## src/rtl/ttc_pkg.sv

```systemverilog
`timescale 1ns / 1ps
// Shared types and constants for the text terminal cursor engine.
package ttc_pkg;

    typedef enum logic [1:0] {
        OP_PUT_CHAR   = 2'd0,
        OP_PUT_NUMBER = 2'd1,
        OP_SET_CURSOR = 2'd2,
        OP_CLEAR      = 2'd3
    } t_opcode;

    typedef enum logic [1:0] {
        KIND_CURSOR = 2'd0,
        KIND_CELL   = 2'd1,
        KIND_FILL   = 2'd2
    } t_result_kind;

    typedef enum logic {
        REG_FOREGROUND = 1'b0,
        REG_BACKGROUND = 1'b1
    } t_reg_index;

    localparam logic [7:0] CH_TAB     = 8'd9;
    localparam logic [7:0] CH_NEWLINE = 8'd10;
    localparam logic [7:0] CH_RETURN  = 8'd13;
    localparam logic [7:0] CH_SPACE   = 8'd32;
    localparam logic [7:0] CH_ZERO    = 8'd48;

    localparam int TAB_STEP   = 4;
    localparam int NUM_BITS   = 64;
    localparam int NUM_DIGITS = 20;
    localparam int BCD_W      = 4 * NUM_DIGITS;

    localparam int ADDR_W     = 11;
    localparam int ROW_OUT_W  = 5;
    localparam int COL_OUT_W  = 7;
    localparam int COLOR_W    = 4;

    localparam logic [3:0] FG_RESET = 4'd7;
    localparam logic [3:0] BG_RESET = 4'd0;

endpackage

```

## src/rtl/text_terminal_cursor_engine.sv

```systemverilog
`timescale 1ns / 1ps
// Text terminal cursor engine: cursor tracking, cell writes and decimal printing.
//
// Usage:
//   Input channel (i_in_valid / o_in_ready) takes one command item: put character,
//   put number, set cursor or clear. Output channel (o_out_valid / i_out_ready)
//   gives result items: cursor reports, cell writes or one screen fill; each
//   carries the cursor after it, and o_last_result marks an item's final result.
//   Colors are written through i_cfg_we / i_cfg_index / i_cfg_wdata while idle.
//   Put character, set cursor and clear: the single result is registered on
//   acceptance; one item per cycle while the receiver keeps up.
//   Put number: a bit-serial binary to BCD converter shifts in the 64-bit value,
//   leading zeros are then dropped at one digit per cycle, then one digit result
//   per cycle as the receiver takes them; no new item is taken until the last
//   digit is in the output register.
//   Reset homes the cursor, sets colors to 7 on 0 and empties the output register.
//   When the receiver stalls, the output register holds its item and no new
//   input item is taken until the register frees.
module text_terminal_cursor_engine #(
    parameter int SCREEN_ROWS    = 25,
    parameter int SCREEN_COLUMNS = 80
) (
    input  logic                  i_clk,
    input  logic                  i_rst_n,

    input  logic                  i_cfg_we,
    input  ttc_pkg::t_reg_index   i_cfg_index,
    input  logic [3:0]            i_cfg_wdata,

    input  logic                  i_in_valid,
    output logic                  o_in_ready,
    input  ttc_pkg::t_opcode      i_opcode,
    input  logic [7:0]            i_char_code,
    input  logic [63:0]           i_number_value,
    input  logic [7:0]            i_target_row,
    input  logic [7:0]            i_target_column,

    output logic                  o_out_valid,
    input  logic                  i_out_ready,
    output ttc_pkg::t_result_kind o_result_kind,
    output logic [10:0]           o_cell_address,
    output logic [15:0]           o_cell_word,
    output logic [4:0]            o_cursor_row_out,
    output logic [6:0]            o_cursor_column_out,
    output logic                  o_last_result
);
    import ttc_pkg::*;

    localparam int RW = $clog2(SCREEN_ROWS);
    localparam int CW = $clog2(SCREEN_COLUMNS);
    localparam int AW = $clog2(SCREEN_ROWS * SCREEN_COLUMNS);

    typedef enum logic [1:0] {
        S_IDLE,
        S_CONVERT,
        S_TRIM,
        S_EMIT
    } t_state;

    t_state             r_state, n_state;
    logic [RW-1:0]      r_row, n_row;
    logic [CW-1:0]      r_col, n_col;
    logic [COLOR_W-1:0] r_fg, n_fg;
    logic [COLOR_W-1:0] r_bg, n_bg;
    logic [NUM_BITS-1:0] r_bin, n_bin;
    logic [BCD_W-1:0]   r_bcd, n_bcd;
    logic [5:0]         r_bitcnt, n_bitcnt;
    logic [4:0]         r_ndig, n_ndig;

    logic               r_out_valid, n_out_valid;
    t_result_kind       r_out_kind, n_out_kind;
    logic [ADDR_W-1:0]  r_out_addr, n_out_addr;
    logic [15:0]        r_out_word, n_out_word;
    logic [ROW_OUT_W-1:0] r_out_row, n_out_row;
    logic [COL_OUT_W-1:0] r_out_col, n_out_col;
    logic               r_out_last, n_out_last;

    logic               out_free;
    logic [RW-1:0]      row_inc;
    logic [RW-1:0]      adv_row;
    logic [CW-1:0]      adv_col;
    logic [CW:0]        tab_col;
    logic [AW-1:0]      cell_addr;
    logic [BCD_W-1:0]   bcd_fix;
    logic [3:0]         top_digit;
    logic [RW-1:0]      set_row;
    logic [CW-1:0]      set_col;

    assign out_free   = !r_out_valid || i_out_ready;
    assign o_in_ready = (r_state == S_IDLE) && out_free;
    assign top_digit  = r_bcd[BCD_W-1 -: 4];

    always_comb begin
        row_inc = (r_row == RW'(SCREEN_ROWS - 1)) ? '0 : r_row + 1'b1;
        if (r_col == CW'(SCREEN_COLUMNS - 1)) begin
            adv_col = '0;
            adv_row = row_inc;
        end else begin
            adv_col = r_col + 1'b1;
            adv_row = r_row;
        end
        tab_col   = ({1'b0, r_col} + (CW + 1)'(TAB_STEP)) & ~(CW + 1)'(TAB_STEP - 1);
        cell_addr = AW'(r_row) * AW'(SCREEN_COLUMNS) + AW'(r_col);
        set_row   = (i_target_row >= 8'(SCREEN_ROWS)) ? RW'(SCREEN_ROWS - 1)
                                                      : RW'(i_target_row);
        set_col   = (i_target_column >= 8'(SCREEN_COLUMNS)) ? CW'(SCREEN_COLUMNS - 1)
                                                            : CW'(i_target_column);
        for (int d = 0; d < NUM_DIGITS; d++) begin
            bcd_fix[4*d +: 4] = (r_bcd[4*d +: 4] >= 4'd5) ? r_bcd[4*d +: 4] + 4'd3
                                                           : r_bcd[4*d +: 4];
        end
    end

    always_comb begin
        n_state     = r_state;
        n_row       = r_row;
        n_col       = r_col;
        n_fg        = r_fg;
        n_bg        = r_bg;
        n_bin       = r_bin;
        n_bcd       = r_bcd;
        n_bitcnt    = r_bitcnt;
        n_ndig      = r_ndig;
        n_out_valid = r_out_valid && !i_out_ready;
        n_out_kind  = r_out_kind;
        n_out_addr  = r_out_addr;
        n_out_word  = r_out_word;
        n_out_row   = r_out_row;
        n_out_col   = r_out_col;
        n_out_last  = r_out_last;

        if (i_cfg_we) begin
            unique case (i_cfg_index)
                REG_FOREGROUND: n_fg = i_cfg_wdata;
                REG_BACKGROUND: n_bg = i_cfg_wdata;
                default: ;
            endcase
        end

        unique case (r_state)
            S_IDLE: begin
                if (i_in_valid && o_in_ready) begin
                    n_out_kind = KIND_CURSOR;
                    n_out_addr = '0;
                    n_out_word = '0;
                    n_out_last = 1'b1;
                    unique case (i_opcode)
                        OP_PUT_CHAR: begin
                            n_out_valid = 1'b1;
                            case (i_char_code)
                                CH_NEWLINE: begin
                                    n_col = '0;
                                    n_row = row_inc;
                                end
                                CH_RETURN: begin
                                    n_col = '0;
                                end
                                CH_TAB: begin
                                    if (tab_col >= (CW + 1)'(SCREEN_COLUMNS)) begin
                                        n_col = '0;
                                        n_row = row_inc;
                                    end else begin
                                        n_col = CW'(tab_col);
                                    end
                                end
                                default: begin
                                    n_col      = adv_col;
                                    n_row      = adv_row;
                                    n_out_kind = KIND_CELL;
                                    n_out_addr = ADDR_W'(cell_addr);
                                    n_out_word = {r_bg, r_fg, i_char_code};
                                end
                            endcase
                        end
                        OP_PUT_NUMBER: begin
                            n_bin    = i_number_value;
                            n_bcd    = '0;
                            n_bitcnt = '0;
                            n_ndig   = 5'(NUM_DIGITS);
                            n_state  = S_CONVERT;
                        end
                        OP_SET_CURSOR: begin
                            n_out_valid = 1'b1;
                            n_row       = set_row;
                            n_col       = set_col;
                        end
                        OP_CLEAR: begin
                            n_out_valid = 1'b1;
                            n_row       = '0;
                            n_col       = '0;
                            n_out_kind  = KIND_FILL;
                            n_out_word  = {r_bg, r_fg, CH_SPACE};
                        end
                        default: ;
                    endcase
                    n_out_row = ROW_OUT_W'(n_row);
                    n_out_col = COL_OUT_W'(n_col);
                end
            end
            S_CONVERT: begin
                n_bcd    = {bcd_fix[BCD_W-2:0], r_bin[NUM_BITS-1]};
                n_bin    = {r_bin[NUM_BITS-2:0], 1'b0};
                n_bitcnt = r_bitcnt + 1'b1;
                if (r_bitcnt == 6'(NUM_BITS - 1)) begin
                    n_state = S_TRIM;
                end
            end
            S_TRIM: begin
                if (top_digit == 4'd0 && r_ndig != 5'd1) begin
                    n_bcd  = {r_bcd[BCD_W-5:0], 4'd0};
                    n_ndig = r_ndig - 1'b1;
                end else begin
                    n_state = S_EMIT;
                end
            end
            S_EMIT: begin
                if (out_free) begin
                    n_out_valid = 1'b1;
                    n_out_kind  = KIND_CELL;
                    n_out_addr  = ADDR_W'(cell_addr);
                    n_out_word  = {r_bg, r_fg, CH_ZERO + {4'd0, top_digit}};
                    n_out_row   = ROW_OUT_W'(adv_row);
                    n_out_col   = COL_OUT_W'(adv_col);
                    n_out_last  = (r_ndig == 5'd1);
                    n_row       = adv_row;
                    n_col       = adv_col;
                    n_bcd       = {r_bcd[BCD_W-5:0], 4'd0};
                    n_ndig      = r_ndig - 1'b1;
                    if (r_ndig == 5'd1) begin
                        n_state = S_IDLE;
                    end
                end
            end
            default: n_state = S_IDLE;
        endcase
    end

    always_ff @(posedge i_clk) begin
        if (!i_rst_n) begin
            r_state     <= S_IDLE;
            r_row       <= '0;
            r_col       <= '0;
            r_fg        <= FG_RESET;
            r_bg        <= BG_RESET;
            r_out_valid <= 1'b0;
        end else begin
            r_state     <= n_state;
            r_row       <= n_row;
            r_col       <= n_col;
            r_fg        <= n_fg;
            r_bg        <= n_bg;
            r_out_valid <= n_out_valid;
        end
        r_bin      <= n_bin;
        r_bcd      <= n_bcd;
        r_bitcnt   <= n_bitcnt;
        r_ndig     <= n_ndig;
        r_out_kind <= n_out_kind;
        r_out_addr <= n_out_addr;
        r_out_word <= n_out_word;
        r_out_row  <= n_out_row;
        r_out_col  <= n_out_col;
        r_out_last <= n_out_last;
    end

    assign o_out_valid         = r_out_valid;
    assign o_result_kind       = r_out_kind;
    assign o_cell_address      = r_out_addr;
    assign o_cell_word         = r_out_word;
    assign o_cursor_row_out    = r_out_row;
    assign o_cursor_column_out = r_out_col;
    assign o_last_result       = r_out_last;

    a_cursor_on_screen: assert property (@(posedge i_clk) disable iff (!i_rst_n)
        (r_row <= RW'(SCREEN_ROWS - 1)) && (r_col <= CW'(SCREEN_COLUMNS - 1)))
        else $error("cursor left the screen");

    a_no_result_while_converting: assert property (@(posedge i_clk) disable iff (!i_rst_n)
        ((r_state == S_CONVERT || r_state == S_TRIM) && !r_out_valid) |=> !r_out_valid)
        else $error("result produced before conversion finished");

    a_emit_has_digits: assert property (@(posedge i_clk) disable iff (!i_rst_n)
        (r_state == S_EMIT) |-> (r_ndig != 5'd0))
        else $error("digit emission with no digits left");

    a_number_ends_on_last: assert property (@(posedge i_clk) disable iff (!i_rst_n)
        (r_state == S_EMIT && out_free && r_ndig == 5'd1) |=>
            (r_state == S_IDLE && r_out_valid && r_out_last))
        else $error("final digit not marked as last result");

endmodule
```

## config.mk

```make
export PLATFORM = sky130hd
export DESIGN_NAME = text_terminal_cursor_engine
export DESIGN_NICKNAME = d
export VERILOG_FILES = /design/src/rtl/ttc_pkg.sv /design/src/rtl/text_terminal_cursor_engine.sv
export SDC_FILE = /design/constraint.sdc
export NUM_CORES = 1
export LEC_CHECK = 0
export ABC_AREA = 1
export BUFFER_PORTS_ARGS = -buffer_cell sky130_fd_sc_hd__buf_2
export CAP_MARGIN = 20
export CORE_UTILIZATION = 60
export DETAILED_ROUTE_END_ITERATION = 8
export HOLD_SLACK_MARGIN = 0.08
export PLACE_DENSITY = 0.85
export SYNTH_ARGS = -nofsm -noshare
export SYNTH_HDL_FRONTEND = slang
export SYNTH_SLANG_ARGS = --single-unit
```

## constraint.sdc

```tcl
create_clock -name i_clk -period 15.2 [get_ports i_clk]
set_input_delay 3.04 -clock i_clk [delete_from_list [all_inputs] [get_ports i_clk]]
set_output_delay 3.04 -clock i_clk [all_outputs]
set_load 0.02 [all_outputs]
```

==> summary.txt <==
Timing
  • Worst hold slack: 459.3 ps
  • Final min period: 6673 ps
  • Unrepaired setup endpoints after global routing: no
  • Max-slew headroom: 29.68%
  • Max Clock Skew: 25.02 ps
  • Setup ws final: 8527 ps
  • Final worst-path cycle share: 43.90%
  • Achievable Freq: 0.1498 GHz
  • Final setup vio count: 0
  • Worst Tran Pin Value: 1055 ps
  • Slew Viols, Final: 0
  • Final hold vios: 0
  • Setup TNS: 0 ps

Setup path
  • Setup slack, reg-to-reg: 11,970 ps
  • Setup CP Type: in2out
  • Launching element type of the critical path: primary input
  • R2R depth: 8
  • Reg-to-reg critical path startpoint: r_state[1]
  • Reg-to-Reg End: r_bin[49]
  • Worst-path maximum fanout: 3
  • Crit path DAT: 3630 ps
  • CP required: 12,160 ps
  • Critical path endpoint category: output pin

Route
  • Wire per inst: 14.74 µm
  • Pre-Repair DR Iteration Count: 6
  • Routed vias/inst: 5.554
  • Final wirelength: 26,820 µm
  • Post-DRT Antenna Nets: 0
  • DRC Markers: 0
  • Initial DRC Count: 885
  • Via Count: 10,110

CTS
  • Clock Latency Late Sink: 520 ps
  • # resized after CTS: 0
  • Hold_buf cts: 0
  • Clock transition at path regs: 60 ps
  • H-tree depth: 1
  • Clock tree sinks: 220
  • Clock root cell: clkbuf_16
  • CTS Buf Count: 24
  • Max Root-Sink Buffers: 3
  • CTS tree: done
  • Post-CTS Setup Repair Bufs: 0

Global routing
  • Vias in the first global route: 9,643
  • Global route total overflow: 0
  • Total GRT Usage: 24.89%
  • First-pass GRT wire length: 44,210 µm
  • Largest net degree at the start of global routing: 81
  • Antenna violations before repair: 2

Synth
  • Post-synthesis sequential area ratio: 51.43%
  • Syn avg cell area: 8.842 µm²
  • Number of synthesized register bits: 220
  • Post-Synthesis Cells: 1,402
  • Post-synth EDFFs: 197
  • Syn nets: 1,571
  • Post-synthesis cell area: 12,400 µm²
  • Main synth FF type: edfxtp_1
  • Yosys cell types: 50
  • Post-synth ARST share: 0%
  • Yosys Warn Count: 0

Final layout
  • Post-layout util: 69.32%
  • Layout cells sized above 1: 14.20%
  • Fin area: 14,030 µm²
  • Total Nets Final: 1,702
  • Fin cells: 1,820
  • FF/Latch Area: 6376 µm²
  • Area growth syn-to-layout: 13.14%
  • Multi-input logic area: 5031 µm²
  • Fill count: 1,492

Hold path
  • Hold EP: r_bg[3]
  • Hold path start: r_bg[3]
  • Worst Hold Depth: 2
  • Worst min path class: reg2reg

Power
  • Pwr dens: 161.2 nW/µm²
  • LEAKAGE: 6.242 nW
  • Maximum VDD drop: 116.9 µV
  • Power Total: 2.261 mW

Job
  • Max-cap violation count: 0

Status
  • Run status: completed

Floorplanning
  • Core area: 20,230 µm²
  • DIE HEIGHT: 145.7 µm
  • Die area: 21,240 µm²
  • Initial core utilization: 61.27%
  • Die width: 145.7 µm
  • # IOs: 144
  • Site row count: 52

Placed design
  • Placed cell count: 1,777
  • Pre-CTS setup slack: 8545 ps
  • IO Port Bufs: 143
  • Post-DP HPWL: 17,720 µm
  • GPL Wtd Cong: 0.9175
  • Placed cell areas: 13,290 µm²
cells by family after synthesis:
logic type	Yosys count	synth area share (%)
DFF	220	51.43
AOI/OAI and AO/OA	275	13.00
and+or+nand+nor	565	18.70
buffers and inverters	250	8.155
xor gates and xnor gates	23	1.625
adders and majority gates	69	7.085
layout make-up:
| class | instances | share of cell area (%) |
|---|---|---|
| diodes | 1 | 0.01784 |
| clock buffers | 30 | 4.442 |
| clock inverters | 12 | 0.8118 |
| inverters | 206 | 5.566 |
| multi-input cells | 932 | 35.87 |
| flip-flops and latches | 220 | 45.46 |
| well taps | 270 | 2.409 |
| repair buffers | 149 | 5.424 |
power breakdown:
group | internal [mW] | switching (mW) | leakage, nW
sequential | 0.873 | 0.0929 | 2.04
combinational | 0.224 | 0.517 | 3.84
clock | 0.323 | 0.231 | 0.359
total | 1.42 | 0.841 | 6.24
critical path, stage by stage:
cell and delay, ps:
buf_2 120, nor2_1 230, nor2_2 60, buf_2 180
state kept, by name, indices dropped and copies added, names as in the netlist, 6 cells and up:
| name | cells |
|---|---|
| o_cell_address | 11 |
| r_bcd | 80 |
| o_cursor_column_out | 7 |
| r_bin | 64 |
| r_bitcnt | 6 |
| r_col | 7 |
| o_cell_word | 16 |
how the worst max path moves through the flow:
stage,from,to,slack (ps),cells past startpoint
after floorplan,i_opcode[1],r_bin[0],5730,6
after global placement,i_out_ready,o_in_ready,8540,4
after detailed placement,i_out_ready,o_in_ready,8550,4
after CTS,i_out_ready,o_in_ready,8540,4
after global routing,i_out_ready,o_in_ready,8490,4
final,i_out_ready,o_in_ready,8530,4
placed cells by master (no fill, tap or decap), drive strengths merged, types with 2 or more instances in the layout:
cell     count
a21oi       67
buf        149
bufinv       2
clkbuf      30
clkinv      11
dfxtp       23
edfxtp     197
fa           2
ha          67
inv        205
nand2      339
nand3       39
nand4       10
nor2       160
nor3         6
o2111ai      2
o211ai      10
o21a         2
o21ai      116
o22ai       42
o32ai       29
or2          8
xnor2        4
xor2        19
per-layer routing:
layer	track usage, %	wire length [µm]
met3	3.950	1971
met2	42.68	13200
met1	32.91	11260
met4	6.632	390
met5	0	0
cell usage after synthesis, types with 10 or more instances:
cell type	n	area, µm²
o22ai_1	42	262.8
edfxtp_1	197	5916
clkbuf_1	28	105.1
nand3_1	34	170.2
ha_1	67	838.3
nor2_1	156	585.6
dfxtp_1	23	460.4
o211ai_1	10	75.07
xor2_1	19	166.4
inv_1	202	758.2
nand2_1	328	1231
a21oi_1	67	335.3
o21ai_0	106	530.5
o32ai_1	29	254.0
nand2_2	10	62.56
Note: power is estimated with default switching activity, not from simulation.
